===== src/rtl/replay_filter_sorted_set_macros.svh =====
// Assertion macros shared by the replay filter RTL.
// Included by the modules that carry concurrent assertions; no dependencies.
`ifndef REPLAY_FILTER_SORTED_SET_MACROS_SVH
`define REPLAY_FILTER_SORTED_SET_MACROS_SVH

// Same-cycle implication, disabled while reset is asserted
`define RFSS_ASSERT_IMP(label, clk, rst_n, ante, cons) \
    label: assert property (@(posedge clk) disable iff (!rst_n) (ante) |-> (cons)) \
        else $error("rfss assertion failed");

// Next-cycle implication, disabled while reset is asserted
`define RFSS_ASSERT_NEXT(label, clk, rst_n, ante, cons) \
    label: assert property (@(posedge clk) disable iff (!rst_n) (ante) |=> (cons)) \
        else $error("rfss assertion failed");

`endif


===== src/rtl/rfss_pkg.sv =====
// Package for the replay filter: identifier width and compare result type.
// No dependencies; used by rfss_cmp and replay_filter_sorted_set.
`default_nettype none

package rfss_pkg;

    localparam int ID_W = 64;

    // Result of one magnitude compare of operand a against operand b
    typedef struct packed {
        logic lt;
        logic eq;
    } cmp_t;

endpackage

`default_nettype wire


===== src/rtl/replay_filter_sorted_set.sv =====
// Replay filter top level: sequencer over a sorted id table in rfss_ram, one shared rfss_cmp.
// Per item: watermark check, then a scan of S entries (S = 0 for a zero id, a watermark hit
// or an empty table, else up to CAPACITY); a placed insert also shifts up to CAPACITY-1 table
// entries and writes the new id. One item at a time: in_ready stays low until the result is
// loaded, and a held result stalls that.
// Reset clears fill count, watermark and handshake state; the table needs no clearing pass.
`default_nettype none

module replay_filter_sorted_set #(
    parameter int CAPACITY = 16
) (
    input  wire logic                      clk,
    input  wire logic                      rst_n,
    input  wire logic                      in_valid,
    output logic                           in_ready,
    input  wire logic                      action,
    input  wire logic [rfss_pkg::ID_W-1:0] ident,
    output logic                           out_valid,
    input  wire logic                      out_ready,
    output logic                           answer,
    output logic                           evicted
);

    localparam int AW = (CAPACITY > 1) ? $clog2(CAPACITY) : 1;
    localparam int CW = $clog2(CAPACITY + 1);

    localparam logic [3:0] S_IDLE  = 4'd0;
    localparam logic [3:0] S_WM    = 4'd1;
    localparam logic [3:0] S_RD    = 4'd2;
    localparam logic [3:0] S_SCAN  = 4'd3;
    localparam logic [3:0] S_UP_RD = 4'd4;
    localparam logic [3:0] S_UP_WR = 4'd5;
    localparam logic [3:0] S_DN_RD = 4'd6;
    localparam logic [3:0] S_DN_WR = 4'd7;
    localparam logic [3:0] S_PUT   = 4'd8;
    localparam logic [3:0] S_EMIT  = 4'd9;

    logic [3:0]                state_reg,   state_next;
    logic                      act_reg,     act_next;
    logic [rfss_pkg::ID_W-1:0] id_reg,      id_next;
    logic [CW-1:0]             idx_reg,     idx_next;
    logic [CW-1:0]             pos_reg,     pos_next;
    logic [CW-1:0]             fill_reg,    fill_next;
    logic [rfss_pkg::ID_W-1:0] wm_reg,      wm_next;
    logic [rfss_pkg::ID_W-1:0] min_reg,     min_next;
    logic                      res_ans_reg, res_ans_next;
    logic                      ev_reg,      ev_next;
    logic                      ovalid_reg,  ovalid_next;
    logic                      oans_reg,    oans_next;
    logic                      oev_reg,     oev_next;

    logic                      ram_we;
    logic [AW-1:0]             ram_waddr;
    logic [rfss_pkg::ID_W-1:0] ram_wdata;
    logic [AW-1:0]             ram_raddr;
    logic [rfss_pkg::ID_W-1:0] ram_rdata;

    logic [rfss_pkg::ID_W-1:0] cmp_a;
    rfss_pkg::cmp_t            cmp_res;

    logic [CW-1:0]             idx_inc;
    logic [CW-1:0]             idx_dec;
    logic [CW-1:0]             scan_pos;
    logic [CW-1:0]             scan_pos_dec;
    logic [rfss_pkg::ID_W-1:0] scan_min;
    logic                      full;

    rfss_ram #(
        .DEPTH (CAPACITY),
        .AW    (AW),
        .DW    (rfss_pkg::ID_W)
    ) u_ram (
        .clk   (clk),
        .we    (ram_we),
        .waddr (ram_waddr),
        .wdata (ram_wdata),
        .raddr (ram_raddr),
        .rdata (ram_rdata)
    );

    // Share one compare unit between the watermark check and the scan
    assign cmp_a = (state_reg == S_WM) ? wm_reg : ram_rdata;

    rfss_cmp u_cmp (
        .a   (cmp_a),
        .b   (id_reg),
        .res (cmp_res)
    );

    assign idx_inc      = idx_reg + CW'(1);
    assign idx_dec      = idx_reg - CW'(1);
    assign scan_pos     = cmp_res.lt ? idx_inc : idx_reg;
    assign scan_pos_dec = scan_pos - CW'(1);
    assign scan_min     = (idx_reg == '0) ? ram_rdata : min_reg;
    assign full         = (fill_reg == CW'(CAPACITY));

    assign in_ready  = (state_reg == S_IDLE);
    assign out_valid = ovalid_reg;
    assign answer    = oans_reg;
    assign evicted   = oev_reg;

    // Sequence watermark check, scan, table shift and placement
    always_comb
    begin
        state_next   = state_reg;
        act_next     = act_reg;
        id_next      = id_reg;
        idx_next     = idx_reg;
        pos_next     = pos_reg;
        fill_next    = fill_reg;
        wm_next      = wm_reg;
        min_next     = min_reg;
        res_ans_next = res_ans_reg;
        ev_next      = ev_reg;
        ovalid_next  = ovalid_reg && !out_ready;
        oans_next    = oans_reg;
        oev_next     = oev_reg;
        ram_we       = 1'b0;
        ram_waddr    = idx_reg[AW-1:0];
        ram_wdata    = id_reg;
        ram_raddr    = idx_reg[AW-1:0];

        case (state_reg)
            S_IDLE:
            begin
                if (in_valid)
                begin
                    act_next     = action;
                    id_next      = ident;
                    ev_next      = 1'b0;
                    res_ans_next = 1'b0;
                    state_next   = S_WM;
                end
            end
            S_WM:
            begin
                idx_next = '0;
                if (id_reg == '0)
                begin
                    res_ans_next = 1'b0;
                    state_next   = S_EMIT;
                end
                else if (!cmp_res.lt)
                begin
                    // At or below the watermark: known
                    res_ans_next = !act_reg;
                    state_next   = S_EMIT;
                end
                else if (fill_reg == '0)
                begin
                    pos_next   = '0;
                    state_next = act_reg ? S_PUT : S_EMIT;
                end
                else
                begin
                    state_next = S_RD;
                end
            end
            S_RD:
            begin
                state_next = S_SCAN;
            end
            S_SCAN:
            begin
                if (idx_reg == '0)
                begin
                    min_next = ram_rdata;
                end
                if (cmp_res.eq)
                begin
                    res_ans_next = !act_reg;
                    state_next   = S_EMIT;
                end
                else if (cmp_res.lt && (idx_inc != fill_reg))
                begin
                    idx_next   = idx_inc;
                    state_next = S_RD;
                end
                else if (!act_reg)
                begin
                    state_next = S_EMIT;
                end
                else if (full)
                begin
                    if (scan_pos == '0)
                    begin
                        // Below the smallest entry of a full table: reject
                        state_next = S_EMIT;
                    end
                    else
                    begin
                        // Retire the smallest entry, then shift down
                        wm_next    = scan_min;
                        ev_next    = 1'b1;
                        idx_next   = '0;
                        pos_next   = scan_pos_dec;
                        state_next = (scan_pos_dec == '0) ? S_PUT : S_DN_RD;
                    end
                end
                else
                begin
                    pos_next   = scan_pos;
                    idx_next   = fill_reg;
                    state_next = (scan_pos == fill_reg) ? S_PUT : S_UP_RD;
                end
            end
            S_UP_RD:
            begin
                ram_raddr  = idx_dec[AW-1:0];
                state_next = S_UP_WR;
            end
            S_UP_WR:
            begin
                ram_we     = 1'b1;
                ram_wdata  = ram_rdata;
                idx_next   = idx_dec;
                state_next = (idx_dec == pos_reg) ? S_PUT : S_UP_RD;
            end
            S_DN_RD:
            begin
                ram_raddr  = idx_inc[AW-1:0];
                state_next = S_DN_WR;
            end
            S_DN_WR:
            begin
                ram_we     = 1'b1;
                ram_wdata  = ram_rdata;
                idx_next   = idx_inc;
                state_next = (idx_inc == pos_reg) ? S_PUT : S_DN_RD;
            end
            S_PUT:
            begin
                ram_we       = 1'b1;
                ram_waddr    = pos_reg[AW-1:0];
                res_ans_next = 1'b1;
                if (!ev_reg)
                begin
                    fill_next = fill_reg + CW'(1);
                end
                state_next = S_EMIT;
            end
            S_EMIT:
            begin
                // Hand the result over once the output register is free
                if (!ovalid_reg || out_ready)
                begin
                    ovalid_next = 1'b1;
                    oans_next   = res_ans_reg;
                    oev_next    = ev_reg;
                    state_next  = S_IDLE;
                end
            end
            default:
            begin
                state_next = S_IDLE;
            end
        endcase
    end

    // Hold control state and the output transfer flag under reset
    always_ff @(posedge clk or negedge rst_n)
    begin
        if (!rst_n)
        begin
            state_reg  <= S_IDLE;
            fill_reg   <= '0;
            wm_reg     <= '0;
            ovalid_reg <= 1'b0;
        end
        else
        begin
            state_reg  <= state_next;
            fill_reg   <= fill_next;
            wm_reg     <= wm_next;
            ovalid_reg <= ovalid_next;
        end
    end

    // Advance payload registers
    always_ff @(posedge clk)
    begin
        act_reg     <= act_next;
        id_reg      <= id_next;
        idx_reg     <= idx_next;
        pos_reg     <= pos_next;
        min_reg     <= min_next;
        res_ans_reg <= res_ans_next;
        ev_reg      <= ev_next;
        oans_reg    <= oans_next;
        oev_reg     <= oev_next;
    end

`include "replay_filter_sorted_set_macros.svh"

    `RFSS_ASSERT_IMP(a_fill_bound, clk, rst_n, 1'b1, fill_reg <= CW'(CAPACITY))
    `RFSS_ASSERT_NEXT(a_fill_step, clk, rst_n, 1'b1, CW'(fill_reg - $past(fill_reg)) <= CW'(1))
    `RFSS_ASSERT_IMP(a_evict_accepts, clk, rst_n, out_valid && evicted, answer)
    `RFSS_ASSERT_IMP(a_write_on_insert, clk, rst_n, ram_we, act_reg)
    `RFSS_ASSERT_NEXT(a_start_check, clk, rst_n, in_valid && in_ready, state_reg == S_WM)

endmodule

`default_nettype wire


===== src/rtl/rfss_cmp.sv =====
// Shared 64-bit unsigned compare unit of the replay filter.
// Depends on rfss_pkg for the identifier width and result struct.
`default_nettype none

module rfss_cmp (
    input  wire logic [rfss_pkg::ID_W-1:0] a,
    input  wire logic [rfss_pkg::ID_W-1:0] b,
    output rfss_pkg::cmp_t                 res
);

    // Compare a against b
    always_comb
    begin
        res.lt = (a < b);
        res.eq = (a == b);
    end

endmodule

`default_nettype wire


===== src/rtl/rfss_ram.sv =====
// Single-write, single-read table memory with registered read data.
// Holds the sorted identifier table; no package dependencies.
`default_nettype none

module rfss_ram #(
    parameter int DEPTH = 16,
    parameter int AW    = 4,
    parameter int DW    = 64
) (
    input  wire logic          clk,
    input  wire logic          we,
    input  wire logic [AW-1:0] waddr,
    input  wire logic [DW-1:0] wdata,
    input  wire logic [AW-1:0] raddr,
    output logic      [DW-1:0] rdata
);

    logic [DW-1:0] mem [DEPTH];

    // Write one entry and read one entry per cycle
    always_ff @(posedge clk)
    begin
        if (we)
        begin
            mem[waddr] <= wdata;
        end
        rdata <= mem[raddr];
    end

endmodule

`default_nettype wire

===== config.mk =====
export PLATFORM = sky130hd
export DESIGN_NAME = replay_filter_sorted_set
export DESIGN_NICKNAME = d
export VERILOG_FILES = /design/src/rtl/rfss_pkg.sv /design/src/rtl/replay_filter_sorted_set.sv /design/src/rtl/rfss_cmp.sv /design/src/rtl/rfss_ram.sv
export VERILOG_INCLUDE_DIRS = /design/src /design/src/rtl
export SDC_FILE = /design/constraint.sdc
export NUM_CORES = 2
export LEC_CHECK = 0
export BUFFER_PORTS_ARGS = -buffer_cell sky130_fd_sc_hd__buf_2
export CAP_MARGIN = 20
export CORE_MARGIN = 2
export CORE_UTILIZATION = 45
export DETAILED_ROUTE_END_ITERATION = 8
export PLACE_DENSITY = 0.7
export SLEW_MARGIN = 20
export SYNTH_ARGS = -nofsm -noshare
export SYNTH_HDL_FRONTEND = slang
export SYNTH_SLANG_ARGS = --single-unit

===== constraint.sdc =====
create_clock -name clk -period 10.03 [get_ports clk]
set_input_delay 1.5045 -clock clk [delete_from_list [all_inputs] [get_ports clk]]
set_output_delay 1.5045 -clock clk [all_outputs]
set_load 0.03 [all_outputs]

==> key figures <==
Detailed routing
  • Pre-antenna DRT Iters: 5
  • Number of remaining DRC errors: 0
  • Total wirelength of the detailed-routed design: between 100,000 and 150,000 um
  • First DRT Iteration DRCs: 2,979
  • Post-route antenna net violation count: 0
  • Average wire length per cell after detail routing: roughly 27 um
  • DR vias/cell: between 5 and 6
  • Total via count in the routed design: about 27k

Critical path
  • Setup crit end kind: flop
  • Capture point of the critical path: wm_reg[63]
  • Chain of cells forming the critical path: nand2b_1 > nor3_2 > buf_4 > mux2_2 > ha_1 > nand4_1 > nor4_1 > o311ai_1 > and4_1 > mux2i_1 > ha_1 > nand2_1 > o22ai_1 > a21oi_1 > nand2_4 > buf_4 > mux2_2
  • Beginning of the critical path: state_reg[3]
  • Slowest cell delay on critical path: about 940 ps
  • WP data required: 10,650 ps
  • Sum of buffers and inverters on the critical path: 2
  • Worst Path Arrival: 8000 ps
  • Top delay family on crit path: simple AND/OR/NAND/NOR gates
  • Critical register-to-register path startpoint: state_reg[3]
  • CP Class: reg2reg
  • Capture instance of the worst register-to-register path: wm_reg[63]
  • Number of cells on the worst reg-to-reg path: 17
  • Critical Path Source Type: flop
  • Max Fanout on Critical Path: 67
  • Crit. path cell count: 17
  • Setup slack, reg-to-reg: approximately 2600 ps
  • Cell type of the slowest stage on the worst timing path: nor4_1

Clocking
  • Post-CTS repair timing setup buffer count: 0
  • CTS Buffer Depth: 3
  • H-Tree Level Count: 4
  • Clock insertion delay at the later pin of the skew report: about 730 ps
  • TritonCTS sink count: 1,305
  • CTS buffer count: between 100 and 150
  • Number of resized instances in the post-cts repair step: 0
  • Clock slew at the register clock pins of the worst setup and hold paths: 60 ps
  • Clock tree from TritonCTS: yes
  • Clk root buf: clkbuf_16
  • Post-cts hold buffer count: 0

Synth
  • Seq/Total Area, Yosys: between 70 and 80%
  • Post-Synthesis Cells: ~2.8k
  • Netlist Area Pre-Place: 0.0527 sq mm
  • Number of unique standard cell types used by synthesis: 63
  • Async set-or-reset flop fraction in the synthesized netlist: under 10%
  • Ys flop type: edfxtp_1
  • Synth warn: 0
  • Syn_nets: 2,940
  • Avg Synthesized Cell Area: 18.8 sq um
  • Yosys reg bits: roughly 1.3k
  • Number of flops mapped to enable cells by yosys: about 1.2k

Global route
  • Initial antenna violation count: 4
  • All-Layer GR Usage: between 20% and 30%
  • GR Overflow Total: 0
  • Number of global-route vias before repair: between 20k and 30k
  • Largest net degree at the start of global routing: between 100 and 150
  • Wire length of the first global-routing pass: approximately 180,000 um

Status
  • Status: completed

Timing
  • Final Critical Period: 7380 ps
  • RSZ-0062 raised after global routing: no
  • Sum of negative setup slack: 0 ps
  • Final critical-path setup slack: 2650 ps
  • Period utilisation layout: 73.6%
  • Actual transition at the worst max-transition pin: 1120 ps
  • Peak Freq: 135 MHz
  • Clock Skew: between 20 and 30 ps
  • Count of final max-slew check failures: 0
  • Final Hold Viols: 0
  • Final-report setup violation count: 0
  • Max-slew headroom: 25.5%

Floorplanning
  • Core Box Area: 0.116 sq mm
  • I/O pin cnt: between 70 and 80
  • Vertical extent of the die: about 350 um
  • Initial standard-cell utilization of the core: 45.3%
  • X dimension of the die: between 300 and 400 um
  • Full die area: roughly 0.12 sq mm
  • Number of rows created at floorplan: roughly 130

Cells and area
  • Fraction of layout cells with a size suffix above 1: between 20 and 30%
  • Layout net count: between 3k and 4k
  • Flip-flop count of the largest register after layout: between 1k and 1.5k
  • # diodes: 0
  • Register with the most flip-flops: u_ram.mem
  • Final core area utilization: between 50% and 60%
  • Area overhead of the layout relative to synthesis: 13.0%

Worst hold path
  • Hold path startpoint: res_ans_reg
  • Class of the most critical hold timing path: reg2reg

Placed design
  • Post-DP HPWL: roughly 69,000 um
  • Routability-driven placement congestion ratio: 0.872
  • Count of port buffers added during placement: 72
  • Worst slack at placement: 2650 ps

Job
  • Max-cap violations: 0

Power
  • Worst vdd ir: around 0.34 mV
  • Leak Pwr: slightly above 20 nW
  • Pwr Density: just under 300 mW/mm^2
[cell type report]
type | count | area [sq um]
fillers | 9012 | 56700
flip-flops and latches | 1305 | 38200
multi-input cells | 1272 | 13800
clock buffers | 164 | 3600
well taps | 1524 | 1910
repair buffers | 161 | 1060
clock inverters | 75 | 754
inverters | 75 | 283
[layer usage]
layer / track usage, % / wire length, um / part of all wire [%] / up-vias
li1: - / - / - / 11500
met1: 28.0 / 50800 / 41 / 14200
met2: 33.8 / 61200 / 49 / 1076
met3: 3.70 / 8460 / 6.8 / 210
met4: 7.54 / 3690 / 3.0 / 2
met5: 0 / 19 / 0.015 / -
[cell usage after synthesis, drive strengths merged, types with 7 or more instances]
cell    instances  area share [%]
mux2          192             4.5
mux2i          69             1.3
a21oi         113             1.1
mux4          256              11
nand4          23            0.27
nor3           13            0.14
a31oi           7           0.083
nor2           52            0.38
nor4           22            0.26
nor2b          69            0.82
dfrtp          74             3.5
clkbuf         92            0.66
buf            56            0.58
a211oi         67            0.95
xor2           13            0.25
xnor2          21            0.35
ha             71             1.7
o21ai          82            0.78
nand3          18            0.17
inv            74            0.53
dfxtp          64             2.4
edfxtp       1167              67
nand2         113            0.81
[how the worst min path moves through the flow]
stage / slack, ps / endpoint / cells after the start
6_report: 430 / answer / 0
3_3_place_gp: 400 / answer / 0
3_5_place_dp: 420 / answer / 0
2_1_floorplan: 400 / answer / 0
5_1_grt: 450 / answer / 0
4_1_cts: 430 / answer / 0
[where the power goes]
part           leakage [nW]  internal (W)  switching (W)
sequential             12.1       0.00685       0.000362
combinational          5.99       0.00244        0.00312
clock                  2.10       0.00285        0.00205
total                  20.2        0.0121        0.00553
[metrics by stage]
step | std cells | hold WS, ps | total power (W) | area, sq um
2_1_floorplan | 2800 | 400 | 0.0113 | 52700
3_3_place_gp | 4332 | 403 | 0.0127 | 55200
5_1_grt | 4576 | 455 | 0.0185 | 59500
3_5_place_dp | 4332 | 416 | 0.0129 | 55200
6_report | 4576 | 428 | 0.0177 | 59500
4_1_cts | 4571 | 431 | 0.0178 | 59500
[cells in the final DEF, fill, tap and decap left out, types with 64 or more instances in the layout]
cell type  synthesis  final
edfxtp_1        1167   1167
mux4_2           256    256
mux2_2           143    143
clkbuf_16          0    137
nand2_1          113    112
a21oi_1          113    111
buf_4              0     86
dfrtp_1           74     74
inv_1             74     73
ha_1              71     71
buf_2             42     71
nor2b_1           69     69
mux2i_1           69     69
a211oi_1          67     67
dfxtp_1           64     64
[logic make-up (layout without fill, tap and decap cells)]
family	Yosys count	in the layout	share of synthesized area (%)
muxes	517	517	16.7
xor gates and xnor gates	34	34	0.601
and+or+nand+nor	336	336	3.19
buffers and inverters	223	475	1.77
AOI/OAI and AO/OA	314	314	3.58
DFF	1305	1305	72.5
adders and majority gates	71	71	1.69
Power figures use the tool's default switching activity.
